**config.mk**
```make
export PLATFORM = sky130hd
export DESIGN_NAME = tpp_recip
export DESIGN_NICKNAME = d
export VERILOG_FILES = /design/src/rtl/core/tpp_pkg.sv /design/src/rtl/core/tpp_recip.sv
export SDC_FILE = /design/constraint.sdc
export NUM_CORES = 1
export LEC_CHECK = 0
export BUFFER_PORTS_ARGS = -buffer_cell sky130_fd_sc_hd__buf_2
export CAP_MARGIN = 20
export CORE_MARGIN = 10
export CORE_UTILIZATION = 50
export DETAILED_ROUTE_END_ITERATION = 10
export GPL_TIMING_DRIVEN = 0
export PLACE_DENSITY = 0.68
export SETUP_SLACK_MARGIN = 0.02
export SYNTH_ARGS = -nofsm -noshare
export SYNTH_HDL_FRONTEND = slang
export SYNTH_SLANG_ARGS = --single-unit
```
**constraint.sdc**
```tcl
create_clock -name clock -period 6.25 [get_ports clock]
set_input_delay 0.3125 -clock clock [delete_from_list [all_inputs] [get_ports clock]]
set_output_delay 0.3125 -clock clock [all_outputs]
set_load 0.05 [all_outputs]
```
**src/rtl/core/tpp_pkg.sv**
```systemverilog
package tpp_pkg;

   typedef enum logic [1:0] {
      CMD_L2W_POINT  = 2'd0,
      CMD_L2W_VECTOR = 2'd1,
      CMD_W2L_POINT  = 2'd2,
      CMD_W2L_VECTOR = 2'd3
   } cmd_type;

   localparam logic [2:0] REG_OFFSET_X    = 3'd0;
   localparam logic [2:0] REG_OFFSET_Y    = 3'd1;
   localparam logic [2:0] REG_OFFSET_Z    = 3'd2;
   localparam logic [2:0] REG_ROTATION_XY = 3'd3;
   localparam logic [2:0] REG_ROTATION_ZW = 3'd4;
   localparam logic [2:0] REG_SCALE_X     = 3'd5;
   localparam logic [2:0] REG_SCALE_Y     = 3'd6;
   localparam logic [2:0] REG_SCALE_Z     = 3'd7;

   localparam logic [31:0] RESET_ROTATION_ZW = 32'h0000_4000;
   localparam logic [31:0] RESET_SCALE       = 32'h0001_0000;

   typedef struct packed {
      logic             busy;
      logic [2:0]       of;
      logic [2:0][31:0] value;
   } recip_stat_type;

   // Clamps a wide signed value to 32 bits; the top bit of the result flags saturation.
   function automatic logic [32:0] sat32(input logic signed [69:0] v);
      logic [32:0] r;
      if (v > 70'sd2147483647) begin
         r = {1'b1, 32'h7FFF_FFFF};
      end else if (v < -70'sd2147483648) begin
         r = {1'b1, 32'h8000_0000};
      end else begin
         r = {1'b0, v[31:0]};
      end
      return r;
   endfunction

endpackage

```
**src/rtl/core/tpp_recip.sv**
```systemverilog
module tpp_recip
   import tpp_pkg::*;
(
   input  logic                  clock,
   input  logic                  reset,
   input  logic                  start,
   input  logic [2:0][31:0]      scale,
   output recip_stat_type        stat
);

   logic [5:0]  cnt_ff;
   logic [31:0] mag_ff [3];
   logic [31:0] rem_ff [3];
   logic [33:0] num_ff [3];
   logic [33:0] quo_ff [3];
   logic        neg_ff [3];
   logic        zero_ff [3];

   logic [32:0] trial [3];
   logic [32:0] rem_in [3];
   logic        bit_in [3];
   logic [31:0] mag_in [3];

   always_comb begin
      for (int a = 0; a < 3; a++) begin
         mag_in[a] = scale[a][31] ? (32'd0 - scale[a]) : scale[a];
         trial[a]  = {rem_ff[a], num_ff[a][33]};
         bit_in[a] = trial[a] >= {1'b0, mag_ff[a]};
         rem_in[a] = bit_in[a] ? (trial[a] - {1'b0, mag_ff[a]}) : trial[a];
      end
   end

   // One quotient bit per cycle and axis, all three axes side by side.
   always_ff @(posedge clock) begin
      if (reset) begin
         cnt_ff <= 6'd0;
         for (int a = 0; a < 3; a++) begin
            quo_ff[a]  <= 34'd65536;
            neg_ff[a]  <= 1'b0;
            zero_ff[a] <= 1'b0;
         end
      end else if (start) begin
         cnt_ff <= 6'd34;
         for (int a = 0; a < 3; a++) begin
            mag_ff[a]  <= mag_in[a];
            rem_ff[a]  <= 32'd0;
            num_ff[a]  <= 34'h1_0000_0000 + {3'd0, mag_in[a][31:1]};
            quo_ff[a]  <= 34'd0;
            neg_ff[a]  <= scale[a][31];
            zero_ff[a] <= scale[a] == 32'd0;
         end
      end else if (cnt_ff != 6'd0) begin
         cnt_ff <= cnt_ff - 6'd1;
         for (int a = 0; a < 3; a++) begin
            rem_ff[a] <= rem_in[a][31:0];
            num_ff[a] <= {num_ff[a][32:0], 1'b0};
            quo_ff[a] <= {quo_ff[a][32:0], bit_in[a]};
         end
      end
   end

   always_comb begin
      stat.busy = cnt_ff != 6'd0;
      for (int a = 0; a < 3; a++) begin
         if (zero_ff[a]) begin
            stat.of[a]    = 1'b0;
            stat.value[a] = 32'd0;
         end else if (!neg_ff[a]) begin
            stat.of[a]    = quo_ff[a] > 34'h0_7FFF_FFFF;
            stat.value[a] = stat.of[a] ? 32'h7FFF_FFFF : quo_ff[a][31:0];
         end else begin
            stat.of[a]    = quo_ff[a] > 34'h0_8000_0000;
            stat.value[a] = stat.of[a] ? 32'h8000_0000 : (32'd0 - quo_ff[a][31:0]);
         end
      end
   end

endmodule

```
Yosys cells after proc, flatten, opt, wreduce, memory -nomap -nowiden

Memories as Yosys holds them, arrays and structs flattened.
Index checks and enable logic that the tools add are counted.

Output and inout bits: 100
Bits in writable memories: 402
Bits in registers: 6
Memories kept: 6

Memory list:

| name    | words | bits a word | read ports | clocked after memory_dff | wr ports | RTL line        | text |
|---|---|---|---|---|---|---|---|
| num_ff  | 3     | 34          | 3          | 0                        | 3        | tpp_recip.sv:14 | `logic [33:0] num_ff [3];` |
| quo_ff  | 3     | 34          | 3          | 0                        | 3        | tpp_recip.sv:15 | `logic [33:0] quo_ff [3];` |
| mag_ff  | 3     | 32          | 3          | 0                        | 3        | tpp_recip.sv:12 | `logic [31:0] mag_ff [3];` |
| rem_ff  | 3     | 32          | 3          | 0                        | 3        | tpp_recip.sv:13 | `logic [31:0] rem_ff [3];` |
| neg_ff  | 3     | 1           | 3          | 0                        | 3        | tpp_recip.sv:16 | `logic neg_ff [3];` |
| zero_ff | 3     | 1           | 3          | 0                        | 3        | tpp_recip.sv:17 | `logic zero_ff [3];` |

$add $sub $neg: 13
Order comparisons: 9
Mux-type cells: 53
Reductions and logical operators: 6
Bitwise logic cells: 18

Operator list:

| kind                                                                    | count |
|---|---|
| 32-bit two-way mux                                                      | 21 |
| 34-bit two-way mux                                                      | 9 |
| 1-bit by 32-bit subtractor with 32-bit output (first input constant)    | 6 |
| 33-bit by 31-bit adder with 34-bit output (first input constant)        | 3 |
| 34-bit by 31-bit > comparator with 1-bit output (second input constant) | 3 |
| 34-bit by 32-bit > comparator with 1-bit output (second input constant) | 3 |
| 33-bit by 32-bit >= comparator with 1-bit output                        | 3 |
| 32-bit zero test                                                        | 3 |
| 32-bit subtractor                                                       | 3 |
| 1-bit two-way mux                                                       | 21 |
| 1-bit OR                                                                | 18 |
| 6-bit two-way mux                                                       | 2 |
| 6-bit nonzero test                                                      | 1 |
| 6-bit by 1-bit subtractor with 6-bit output (second input constant)     | 1 |
| 2-bit nonzero test                                                      | 1 |
| 2-bit OR reduction                                                      | 1 |

Logic depth before layout (Yosys ltp)

Gate-level depths: netlist of run 1.

Depth in word-level cells: 6
Depth in mapped cells: 13

Worst setup path after synthesis of run 1

OpenSTA, ideal clock, no wires.

Path kind: flip-flop to flip-flop
Start: register cnt_ff[0]
End: memory num_ff[0][0], enable pin
Required time: 4.671 ns
Arrival time: 5.341 ns
Setup slack: -0.669 ns
Stages on the path, launching flop included: 11
Cell sequence: dfxtp_1 > inv_1 > ha_1 > nand2_1 > or3_1 > clkbuf_1 > nand2_1 > clkbuf_1 > clkbuf_1 > clkbuf_1 > nand2_1

RTL lines:

| what                   | RTL line        | text |
|---|---|---|
| start, declared        | tpp_recip.sv:11 | `logic [5:0] cnt_ff;` |
| start signal, assigned | tpp_recip.sv:53 | `cnt_ff <= cnt_ff - 6'd1;` |
| end, declared          | tpp_recip.sv:14 |  |

==> impl_metrics.ini, run 1 <==
[status]
status = finished, final reports clean

[timing]
skew_ns = 0.01841
setup_violations = 0
hold_viol_final = 0
tightest_slew_ns = 1.097
fin_crit_ns = 5.317
max_freq_mhz = 188.1
relSlewSlack = 0.2686
setup_ws_ns = 0.9333
finalCritPeriodShare = 0.8507
slew_viol_final = 0
rsz0062_at_grt = false

[power_and_ir_drop]
p_sw_mw = 3.531
ir_drop_uv = 203.1
pwr-share-seq = 0.367
swShare = 0.3654
share_comb_of_total_power = 0.340
p_int_mw = 6.134
clockPowerShare = 0.292
p_leak_nw = 12.06
p_total_mw = 9.665
p_per_area_nw_per_um2 = 327.3

[clock_tree]
clock_latency_ns = 0.58
clock_sinks = 408
postCtsHoldBufs = 4
cts_buffers = 46
cts_tree = built
post-cts-setup-buffers = 0
clock_path_buffers = 3
clock_tree.root_cell = clkbuf_16
cts_resized = 0
h-tree-depth = 2
path_clk_slew_ns = 0.06

[place]
pre_cts_ws_ns = 1.111
place_inst = 3600
post-dp-hpwl_mm = 53.61
port_buffers = 196
place_area_um2 = 27920
gp_congestion = 0.9172

[final_layout]
fillers = 4570
num-nets-final = 3177
stdcell_count = 3691
area_delta_synth_final_pct = 13.92
finalInstanceArea_um2 = 29530
drive_above_1_share = 0.1080

[logic_synthesis]
netlist.area_leader.share = 0.4657
synth.area.top_cells = edfxtp_1 47%, nor2_1 6.6%, ha_1 5.0%, xnor2_1 4.2%, a21oi_1 2.9%
ys_warn_count = 0
synth_edf_count = 402
async_flop_share = 0
synth_cell_types = 77
synth_seq_cells = 408
ys_seq_area_frac = 0.4704
synth.net_count = 2922
ys.flop_type = edfxtp_1
synth_area_per_cell_um2 = 9.539
netlist_instances = 2717
synth.largest_area_cell = edfxtp_1
netlist_area_um2 = 25920

[worst_setup_path]
crit_arrival_ns = 5.00
worstSetupEndpointType = output pin
cp.required_ns = 5.94
worstSetupPathType = flop to output pin
startpoint_type = flop
cp_max_fo = 10

[global_route]
grt_pass1_vias = 21061
grt.overflow.total = 0
grt_start_max_net_pins = 94
grt_usage = 0.2306
antenna_found_initial = 3
grt_pass1_wl_mm = 113.9

[die]
ioPinCount = 199
die_h_um = 247.7
die-area_um2 = 61340
die_width_um = 247.7
start_util = 0.5052
rows = 83
coreArea_um2 = 51300

[drt]
wire_per_inst_um = 19.78
drtIter0Drc = 1811
drc = 0
via_per_inst = 5.931
drtAntennaViolNets = 0
wl_mm = 73.02
drtPass1Iterations = 6
vias = 21893

[flow_run]
cap_violations = 0

[hold_path]
min_path_type = input port to flop
[area by class of cell]
class / instances / area [um^2] / share of cell area
Tap cell: 680 / 850.8 / 0.02881
Clock inverter: 29 / 312.8 / 0.01059
Timing Repair Buffer: 207 / 1156 / 0.03915
Inverter: 155 / 584.3 / 0.01979
Multi-Input combinational cell: 2020 / 12670 / 0.4290
Sequential cell: 408 / 12190 / 0.4129
Clock buffer: 55 / 1249 / 0.04229
Buffer: 134 / 508.0 / 0.01720
Antenna cell: 3 / 7.507 / 0.0002542
[sequential cells by signal, summed over array words and instances, names as in the netlist]
| signal | flops |
|---|---|
| neg_ff | 3 |
| num_ff | 102 |
| rem_ff | 96 |
| quo_ff | 102 |
| cnt_ff | 6 |
| zero_ff | 3 |
| mag_ff | 96 |
[routing by layer]
| metal | wire length [um] | vias up | track usage |
|---|---|---|---|
| met4 | 2087 | 0 | 0.08051 |
| met1 | 31860 | 10501 | 0.3091 |
| met2 | 34540 | 780 | 0.3794 |
| met3 | 4531 | 114 | 0.02978 |
| li1 | - | 10498 | - |
| met5 | 0 | - | 0 |
[synth_stat cells, types with 5 or more instances]
| cell type | n |
|---|---|
| xnor2_1 | 125 |
| nor4b_1 | 6 |
| nor4_1 | 23 |
| and3_1 | 106 |
| or4_1 | 24 |
| o21bai_1 | 10 |
| a311oi_1 | 53 |
| clkbuf_1 | 119 |
| o21a_1 | 26 |
| a31oi_1 | 27 |
| and2_1 | 15 |
| mux2_2 | 25 |
| nand2b_1 | 25 |
| nand3_1 | 60 |
| inv_1 | 152 |
| a211oi_1 | 42 |
| a221oi_1 | 6 |
| dfxtp_1 | 6 |
| nor2b_1 | 16 |
| a21oi_1 | 150 |
| ha_1 | 103 |
| o21ai_0 | 98 |
| nor3b_1 | 5 |
| o31a_1 | 12 |
| nand4_1 | 19 |
| a21boi_0 | 7 |
| nor2_1 | 459 |
| nand2_1 | 192 |
| xor2_1 | 42 |
| o211ai_1 | 8 |
| a211o_1 | 6 |
| o31ai_1 | 32 |
| o41ai_1 | 16 |
| or2_2 | 9 |
| mux2i_1 | 48 |
| or3_1 | 32 |
| a21o_1 | 40 |
| o22ai_1 | 30 |
| buf_1 | 11 |
| nor3_1 | 60 |
| edfxtp_1 | 402 |
[power by group through the flow]
stage	Sequential [mW]	Clock, mW	Combinational [mW]
after global placement	3.63	0	3.19
after CTS	3.55	2.87	3.27
after global routing	3.58	2.98	3.60
after detailed placement	3.60	0	3.25
final	3.55	2.83	3.29
after floorplan	3.56	0	2.46
[stage by stage]
step                        util  setup TNS [ns]  hold slack [ns]
final                     0.5756               0          0.03451
after global placement    0.5410         -485.69           0.4546
after detailed placement  0.5442               0           0.4624
after global routing      0.5755               0          0.05115
after CTS                 0.5754               0         0.005626
after floorplan                -               0           0.3816
[worst paths after layout]
| path | from | endpoint | slack (ns) | cells past startpoint |
|---|---|---|---|---|
| min reg2reg | cnt_ff[3] | cnt_ff[3] | 0.47 | 2 |
| max | quo_ff[0][69] | stat[74] | 0.93 | 13 |
| min | start | cnt_ff[1] | 0.03 | 3 |
| max reg2reg | cnt_ff[0] | num_ff[0][47] | 1.04 | 12 |
[critical path: stages (launching register included)]
cell and delay (ns):
edfxtp_1 0.41, inv_1 0.13, ha_1 0.19, nor3b_1 0.60
nand4b_1 0.31, nor3_1 0.36, nor3b_1 0.66, nand3b_1 0.25
o21ai_0 0.20, nand2_1 0.07, a21o_1 0.24, clkbuf_1 0.27
a311oi_1 0.39, buf_2 0.33
[layout by cell type, fill, tap and decap left out, types with 49 or more instances in the layout]
cell type and instances:
a311oi_1 53, buf_2 202, nor3_1 60, and3_1 106, inv_1 151, ha_1 103
clkbuf_16 49, nand3_1 60, nand2_1 191, a21oi_1 150, xnor2_1 125, o21ai_0 98
clkbuf_1 125, edfxtp_1 402, nor2_1 459
[logic make-up after synthesis]
family | synth area share
AND/OR/NAND/NOR | 0.1934
AO/OA/AOI/OAI | 0.1557
flip-flops | 0.4704
buffers and inverters | 0.04205
XOR/XNOR | 0.05643
adder cells (fa/ha/maj) | 0.05204
multiplexers | 0.02998
Note: power is estimated with default switching activity, not from simulation.
==> run 2: changes to the inputs <==
--- a/config.mk
+++ b/config.mk
@@ -9,6 +9,7 @@
 export CAP_MARGIN = 20
 export CORE_MARGIN = 10
 export CORE_UTILIZATION = 50
+export CTS_BUF_LIST = sky130_fd_sc_hd__clkbuf_4
 export DETAILED_ROUTE_END_ITERATION = 10
 export GPL_TIMING_DRIVEN = 0
 export PLACE_DENSITY = 0.68
==> run 2 against run 1 <==
  * Largest cell class unchanged
  * Routed wire length rose by 3.6%
  * Highest routed layer unchanged
  * Total power fell by 3.9%
  * First-iteration DRC count rose by 0.88%
  * Count of clock-buffer cells in the layout rose by 92
==> impl_metrics.ini, run 2 (same netlist as run 1, synthesis figures left out) <==
[status]
status = finished, final reports clean

[flow_run]
cap_violations = 0

[timing]
finalCritPeriodShare = 0.8950
fin_crit_ns = 5.594
hold_viol_final = 0
tightest_slew_ns = 1.149
max_freq_mhz = 178.8
relSlewSlack = 0.2342
slew_viol_final = 0
rsz0062_at_grt = false
setup_violations = 0
skew_ns = 0.06320

[clock_tree]
post-cts-setup-buffers = 0
clock_latency_ns = 0.88
h-tree-depth = 3
cts_resized = 0
path_clk_slew_ns = 0.06
clock_path_buffers = 3
cts_buffers = 109
clock_tree.root_cell = clkbuf_4
clock_sinks = 408
cts_tree = built
postCtsHoldBufs = 142

[worst_setup_path]
path_delay_family = simple AND/OR/NAND/NOR gates
cp_slowest_cell = nor3b_1
startpoint_type = flop
worst_path_largest_cell_delay_ns = 0.65
path_buf_inv = 3
cp_max_fo = 10
worstSetupEndpointType = output pin
crit_chain = inv_1 > ha_1 > nor3b_1 > nand4b_1 > nor3_1 > nor3b_1 > nand3b_1 > o21ai_0 > nand2_1 > a21o_1 > clkbuf_1 > a311oi_1 > buf_2
crit_arrival_ns = 5.28
worstSetupPathType = flop to output pin
reg2reg_slack_ns = 1.08
crit_top_cell = nor3b_1
cp.required_ns = 5.94

[drt]
drtIter0Drc = 1827
drtPass1Iterations = 7
drc = 0
wl_mm = 75.68
drtAntennaViolNets = 0
wire_per_inst_um = 19.25
vias = 23075
via_per_inst = 5.870

[power_and_ir_drop]
p_leak_nw = 12.65
p_per_area_nw_per_um2 = 302.8
ir_drop_uv = 170.6
p_total_mw = 9.292

[global_route]
grt.overflow.total = 0
grt_start_max_net_pins = 94
grt_pass1_wl_mm = 119.6
grt_pass1_vias = 22440
antenna_found_initial = 3
grt_usage = 0.2412

[final_layout]
area_delta_synth_final_pct = 18.40
fillers = 4475
drive_above_1_share = 0.1278
multi_input_area_um2 = 12670
final_cell_mix = 459 x nor2_1, 402 x edfxtp_1, 202 x buf_2
final-seq-area_um2 = 12190
largestRegisters = num_ff: 102 flops, quo_ff: 102 flops
fin_util = 0.5982
stdcell_count = 3931
num-nets-final = 3378
final_common_cell = nor2_1
finalInstanceArea_um2 = 30690

[hold_path]
min_path_type = input port to flop

[place]
gp_congestion = 0.9172
post-dp-hpwl_mm = 53.61
place_inst = 3600
place_area_um2 = 27920
port_buffers = 196

[die]
start_util = 0.5052
die_h_um = 247.7
die_width_um = 247.7
die-area_um2 = 61340
rows = 83
coreArea_um2 = 51300
ioPinCount = 199
-- run 2: cell count changes in the layout (fill, tap and decap cells not counted), sizes merged --
cell,previous run,this run
bufinv,7,3
clkbuf,174,266
clkinv,24,36
clkinvlp,1,2
dlygate4sd3,4,142
inv,152,153
-- run 2: routing by layer --
metal / vias to the layer above / GRT usage / routed length [um]
li1: 10954 / - / -
met1: 11114 / 0.3159 / 32830
met2: 884 / 0.3991 / 36090
met3: 123 / 0.03741 / 4743
met4: 0 / 0.08840 / 2023
met5: - / 0 / 0
-- run 2: worst paths after layout --
path,startpoint,end,cells after the start
setup reg to reg,cnt_ff[0],num_ff[0][41],12
hold reg to reg,cnt_ff[3],cnt_ff[3],2
setup / recovery,quo_ff[0][69],stat[74],13
hold / removal,scale[95],mag_ff[0][69],3
-- run 2: cell type report --
class / instances / share of cell area
well taps: 680 / 0.02772
flip-flops and latches: 408 / 0.3973
inverters: 155 / 0.01904
repair buffers: 345 / 0.08268
plain buffers: 134 / 0.01655
clock inverters: 39 / 0.007747
multi-input cells: 2020 / 0.4128
clock buffers: 147 / 0.03596
diodes: 3 / 0.0002446
-- run 2: worst reg2reg max path, cell delays in order (launching register included) --
cell and delay, ns:
dfxtp_1 0.34, inv_1 0.08, ha_1 0.20, nand2_1 0.10, or3_1 0.31, clkbuf_1 0.33, nand2_1 0.38, clkbuf_1 0.33
clkbuf_1 0.83, clkbuf_1 0.87, nand2_8 0.31, buf_16 0.35, buf_16 0.36
-- run 2: power by group --
group          internal (mW)  switching, mW
Sequential              3.37          0.179
Clock                   1.21           1.14
Combinational           1.13           2.26
Total                   5.71           3.58
-- run 2: through the flow --
stage / setup slack [ns] / setup TNS [ns] / hold slack (ns)
after floorplan: 1.348 / 0 / 0.3816
after global placement: -2.480 / -485.69 / 0.4546
after detailed placement: 1.111 / 0 / 0.4624
after CTS: 0.6271 / 0 / 0.02502
after global routing: 0.04603 / 0 / 0.08777
final: 0.6563 / 0 / 0.1231
